**src/rtl/ssidm_pkg.sv**
```systemverilog
// ----------------------------------------------------------------------------
// ssidm_pkg
// Shared types and constants for the sorted set insert/delete/member unit.
// ----------------------------------------------------------------------------
package ssidm_pkg;

  localparam int unsigned CAPACITY   = 256;
  localparam int unsigned KEY_BITS   = 32;
  localparam int unsigned IN_KEY_W   = 32;
  localparam int unsigned KIND_W     = 2;
  localparam int unsigned STAT_W     = 2;
  localparam int unsigned CNT_W      = $clog2(CAPACITY + 1);
  localparam int unsigned OUT_DATA_W = ((STAT_W + CNT_W + 7) / 8) * 8;
  localparam int unsigned OUT_PAD_W  = OUT_DATA_W - STAT_W - CNT_W;

  typedef logic signed [KEY_BITS-1:0] key_t;
  typedef logic [CNT_W-1:0]           cnt_t;

  typedef enum logic [KIND_W-1:0] {
    KIND_QUERY  = 2'd0,
    KIND_INSERT = 2'd1,
    KIND_DELETE = 2'd2
  } kind_e;

  typedef enum logic [STAT_W-1:0] {
    STAT_MISS = 2'd0,
    STAT_HIT  = 2'd1,
    STAT_FULL = 2'd2
  } status_e;

  typedef enum logic {
    ST_IDLE,
    ST_UPD
  } state_e;

  typedef struct packed {
    logic cmp;
    logic ins;
    logic del;
  } cell_ctrl_t;

  function automatic key_t to_key(input logic [IN_KEY_W-1:0] raw);
    logic signed [IN_KEY_W-1:0] sraw;
    sraw = $signed(raw);
    return key_t'(sraw);
  endfunction

endpackage

```
**src/rtl/ssidm_cell.sv**
```systemverilog
// ----------------------------------------------------------------------------
// ssidm_cell
// One slot of the sorted store: holds a key, compares it against the search
// key and shifts in from a neighbor on insert or delete.
// ----------------------------------------------------------------------------
module ssidm_cell
  import ssidm_pkg::*;
(
  input  logic       clk_i,
  input  logic       rst_ni,
  input  cell_ctrl_t ctrl_i,
  input  cnt_t       idx_i,
  input  cnt_t       count_i,
  input  key_t       key_i,
  input  key_t       left_key_i,
  input  logic       left_lt_i,
  input  key_t       right_key_i,
  output key_t       key_o,
  output logic       lt_o,
  output logic       eq_o
);

  key_t key_q, key_d;
  logic lt_q, eq_q;
  logic valid;

  assign valid = (idx_i < count_i);

  always_comb begin
    key_d = key_q;
    if (ctrl_i.ins && !lt_q) begin
      key_d = left_lt_i ? key_i : left_key_i;
    end else if (ctrl_i.del && !lt_q) begin
      key_d = right_key_i;
    end
  end

  always_ff @(posedge clk_i) begin
    key_q <= key_d;
  end

  always_ff @(posedge clk_i or negedge rst_ni) begin
    if (!rst_ni) begin
      lt_q <= 1'b0;
      eq_q <= 1'b0;
    end else if (ctrl_i.cmp) begin
      lt_q <= valid && (key_q < key_i);
      eq_q <= valid && (key_q == key_i);
    end
  end

  assign key_o = key_q;
  assign lt_o  = lt_q;
  assign eq_o  = eq_q;

endmodule

```
**config.mk**
```make
export PLATFORM = sky130hd
export DESIGN_NAME = ssidm_cell
export DESIGN_NICKNAME = d
export VERILOG_FILES = /design/src/rtl/ssidm_pkg.sv /design/src/rtl/ssidm_cell.sv
export SDC_FILE = /design/constraint.sdc
export NUM_CORES = 1
export LEC_CHECK = 0
export ABC_AREA = 1
export BUFFER_PORTS_ARGS = -buffer_cell sky130_fd_sc_hd__buf_2
export CORE_ASPECT_RATIO = 0.8
export CORE_UTILIZATION = 50
export CTS_BUF_LIST = sky130_fd_sc_hd__clkbuf_8
export DETAILED_ROUTE_END_ITERATION = 6
export MAX_ROUTING_LAYER = met4
export PLACE_DENSITY = 0.95
export SYNTH_ARGS = -nofsm -noshare
export SYNTH_HDL_FRONTEND = slang
export SYNTH_SLANG_ARGS = --single-unit
```
**constraint.sdc**
```tcl
create_clock -name clk_i -period 5.46 [get_ports clk_i]
set_input_delay 0.819 -clock clk_i [delete_from_list [all_inputs] [get_ports clk_i]]
set_output_delay 0.819 -clock clk_i [all_outputs]
set_load 0.1 [all_outputs]
```
==> out/metrics.yaml <==
timing:
  period_needed_ps: 2080
  max_freq_mhz: 482
  final-max-slew-violation-count: 0
  worst_pin_slew_ps: 947
  timing.hold.ws_ps: 310
  fin_tns_setup_ps: 0
  hold_violations: 0
  skew_ps: 7.85
  setup-violations-final: 0
  relSlewSlack_pct: 36.7
  finalCritPeriodShare_pct: 38.0
  rsz0062_at_grt: "no"
detailed_routing:
  drt_iter0_drc: 134
  drtAntennaViolNets: 0
  drcViolationCount: 0
  viasPerCell: 5.06
  wl_per_cell_um: 12.9
  firstDrtPassIters: 4
  routed_wl_um: 7390
  dr_total_vias: 2888
layout:
  nFillCells: 429
  n_antenna_cell: 0
  area_growth_pct: 31.9
  register_area_um2: 1010
  multi_input_area_um2: 1520
  drive_gt1_share_pct: 33.4
  nets: 668
setup_path:
  critPathRequiredTime_ps: 4640
  crit_path_top_delay_cell: "dfrtp_1"
  cpPeakStageDelay_ps: 490
  critPathLaunchType: "flop"
  worst_ep_arrival_time_ps: 1260
  crit_chain: "buf_2"
  crit_fanout: 4
  critPathBufInv: 1
  path_class: "flop to output pin"
  crit_family: "flip-flops"
  crit_path_end_kind: "output pin"
power_and_ir_drop:
  p_per_area_nw_per_um2: 377
  p_leak_uw: 0.00201
  power_uw: 1380
  vdd_ir_drop_max_mv: 0.192
place:
  port_buffers: 153
  place_hpwl_um: 5880
  gp_congestion: 0.808
synthesis:
  synth_cell_types: 27
  synth_seq_cells: 34
  ys_top_cells_by_count: "nand2_1, inv_1, nor2_1"
  synth.avg_cell_area_um2: 7.71
  synth.top_cell.area_share_pct: 34.6
  async_flop_share_pct: 5.88
  synth_flop_cell: "edfxtp_1"
  synth_cells: 360
  synth_edf_count: 32
  synth_most_common_cell: "nand2_1"
  yosysTopAreaCell: "edfxtp_1"
  synth_warnings: 0
  synth-seq-area-share_pct: 36.4
  syn-num-nets: 520
  synth_area_leaders: "edfxtp_1, ha_1, nand2_1"
  synth_area_um2: 2780
global_route:
  grt_usage_pct: 25.8
  grt.busiest_layer: "met2"
  grt_use_met2_pct: 47.9
  grt_max_degree: 65
  grt_pass1_vias: 2628
  gr-usage-met1_pct: 29.7
  antenna_found_initial: 0
  grt_pass1_wl_um: 11400
  met3_usage_pct: 4.29
  grt_remaining_overflow: 0
die:
  fp-row-count: 23
  num_io_pins: 154
  die-area_um2: 5860
  core-area_um2: 5180
  dieHeight_um: 68.7
  start_util_pct: 53.6
  fp.dieW_um: 85.3
clock_network:
  cts.reportedPaths.clkPinSlew_ps: 70
  h-tree-depth: 2
  insertion_delay_ps: 280
  ctsLongestPathBuffers: 2
  ctsRootBufferMaster: "clkbuf_8"
  cts_made_buffers: 5
  cts_sinks: 34
  cts_tree: "yes"
  cts_resized: 0
  postCtsSetupBuffers: 0
  hold_buffers: 0
flow_run:
  maxCapViolations: 0
run_status:
  status: "complete, no violations"
min_path:
  hold_class: "input port to async pin"
-- worst register-to-register path: stages, from the launching register on --
cell and delay (ps):
edfxtp_1 430, ha_1 380, nand2_1 100, nor2_2 140
nand2_2 90, nor4_4 160, nand2_1 110, nand2_1 70
nand2_1 50, nand3_1 70, nand2_1 60
-- path summary, 6_finish.rpt --
| check | slack [ps] | end | startpoint | depth (start not counted) |
|---|---|---|---|---|
| setup / recovery | 3380 | lt_o | lt_o$_DFFE_PN0P_ | 1 |
| hold / removal | 310 | lt_o$_DFFE_PN0P_ | rst_ni | 1 |
| setup reg to reg | 3690 | lt_o$_DFFE_PN0P_ | key_o[31]$_DFFE_PP_ | 10 |
| hold reg to reg | 520 | eq_o$_DFFE_PN0P_ | eq_o$_DFFE_PN0P_ | 2 |
| max in group asynchronous | 5050 | eq_o$_DFFE_PN0P_ | rst_ni | 1 |
| min in group clk_i | 520 | eq_o$_DFFE_PN0P_ | eq_o$_DFFE_PN0P_ | 2 |
-- cell type report --
| cell class | count | area share, % |
|---|---|---|
| clock inverter | 3 | 0.307 |
| inverter | 53 | 5.43 |
| sequential | 34 | 27.6 |
| multi-input combinational | 260 | 41.5 |
| clock buffer | 5 | 1.88 |
| tap | 62 | 2.12 |
| timing repair buffer | 154 | 21.1 |
-- where the power goes --
part	switching, uW	internal [uW]	leakage [uW]	total [uW]
registers	35.8	371	0.000338	406
clock network	92.1	85.2	0.0000407	177
logic	627	171	0.00163	798
-- layout by cell type (no fill, tap or decap), drive strengths merged, types with 3 or more instances in the layout --
master and count:
a21oi 18, a31oi 32, buf 154, clkbuf 5, clkinv 3, edfxtp 32, ha 40, inv 53
nand2 104, nand3 5, nand4 4, nor2 45, o21ai 4
-- through the flow --
step	worst slack [ps]	util (%)	area, um2	instances
2_1_floorplan	2730	-	2780	360
3_3_place_gp	3200	69.2	3580	563
3_5_place_dp	3150	69.2	3580	563
4_1_cts	3370	70.7	3660	571
5_1_grt	3320	70.7	3660	571
6_report	3380	70.7	3660	571
-- routing by layer --
metal	vias to the layer above	routed length, um
met5	-	0
met4	0	17
met3	3	489
met2	111	3730
met1	1278	3150
li1	1496	-
-- registers in the layout (all words and copies together) (netlist names) --
name and flops:
lt_o 1, eq_o 1, key_o 32
-- kinds of logic (layout without fill, tap and decap cells) --
kind of cell    after synthesis  in the layout  share of synthesized area [%]
buf+inv                      66            215                           9.06
flops                        34             34                           36.4
simple gates                162            162                           24.1
compound gates               58             58                           12.4
fa+ha+maj                    40             40                           18.0
Note: power is estimated with default switching activity, not from simulation.
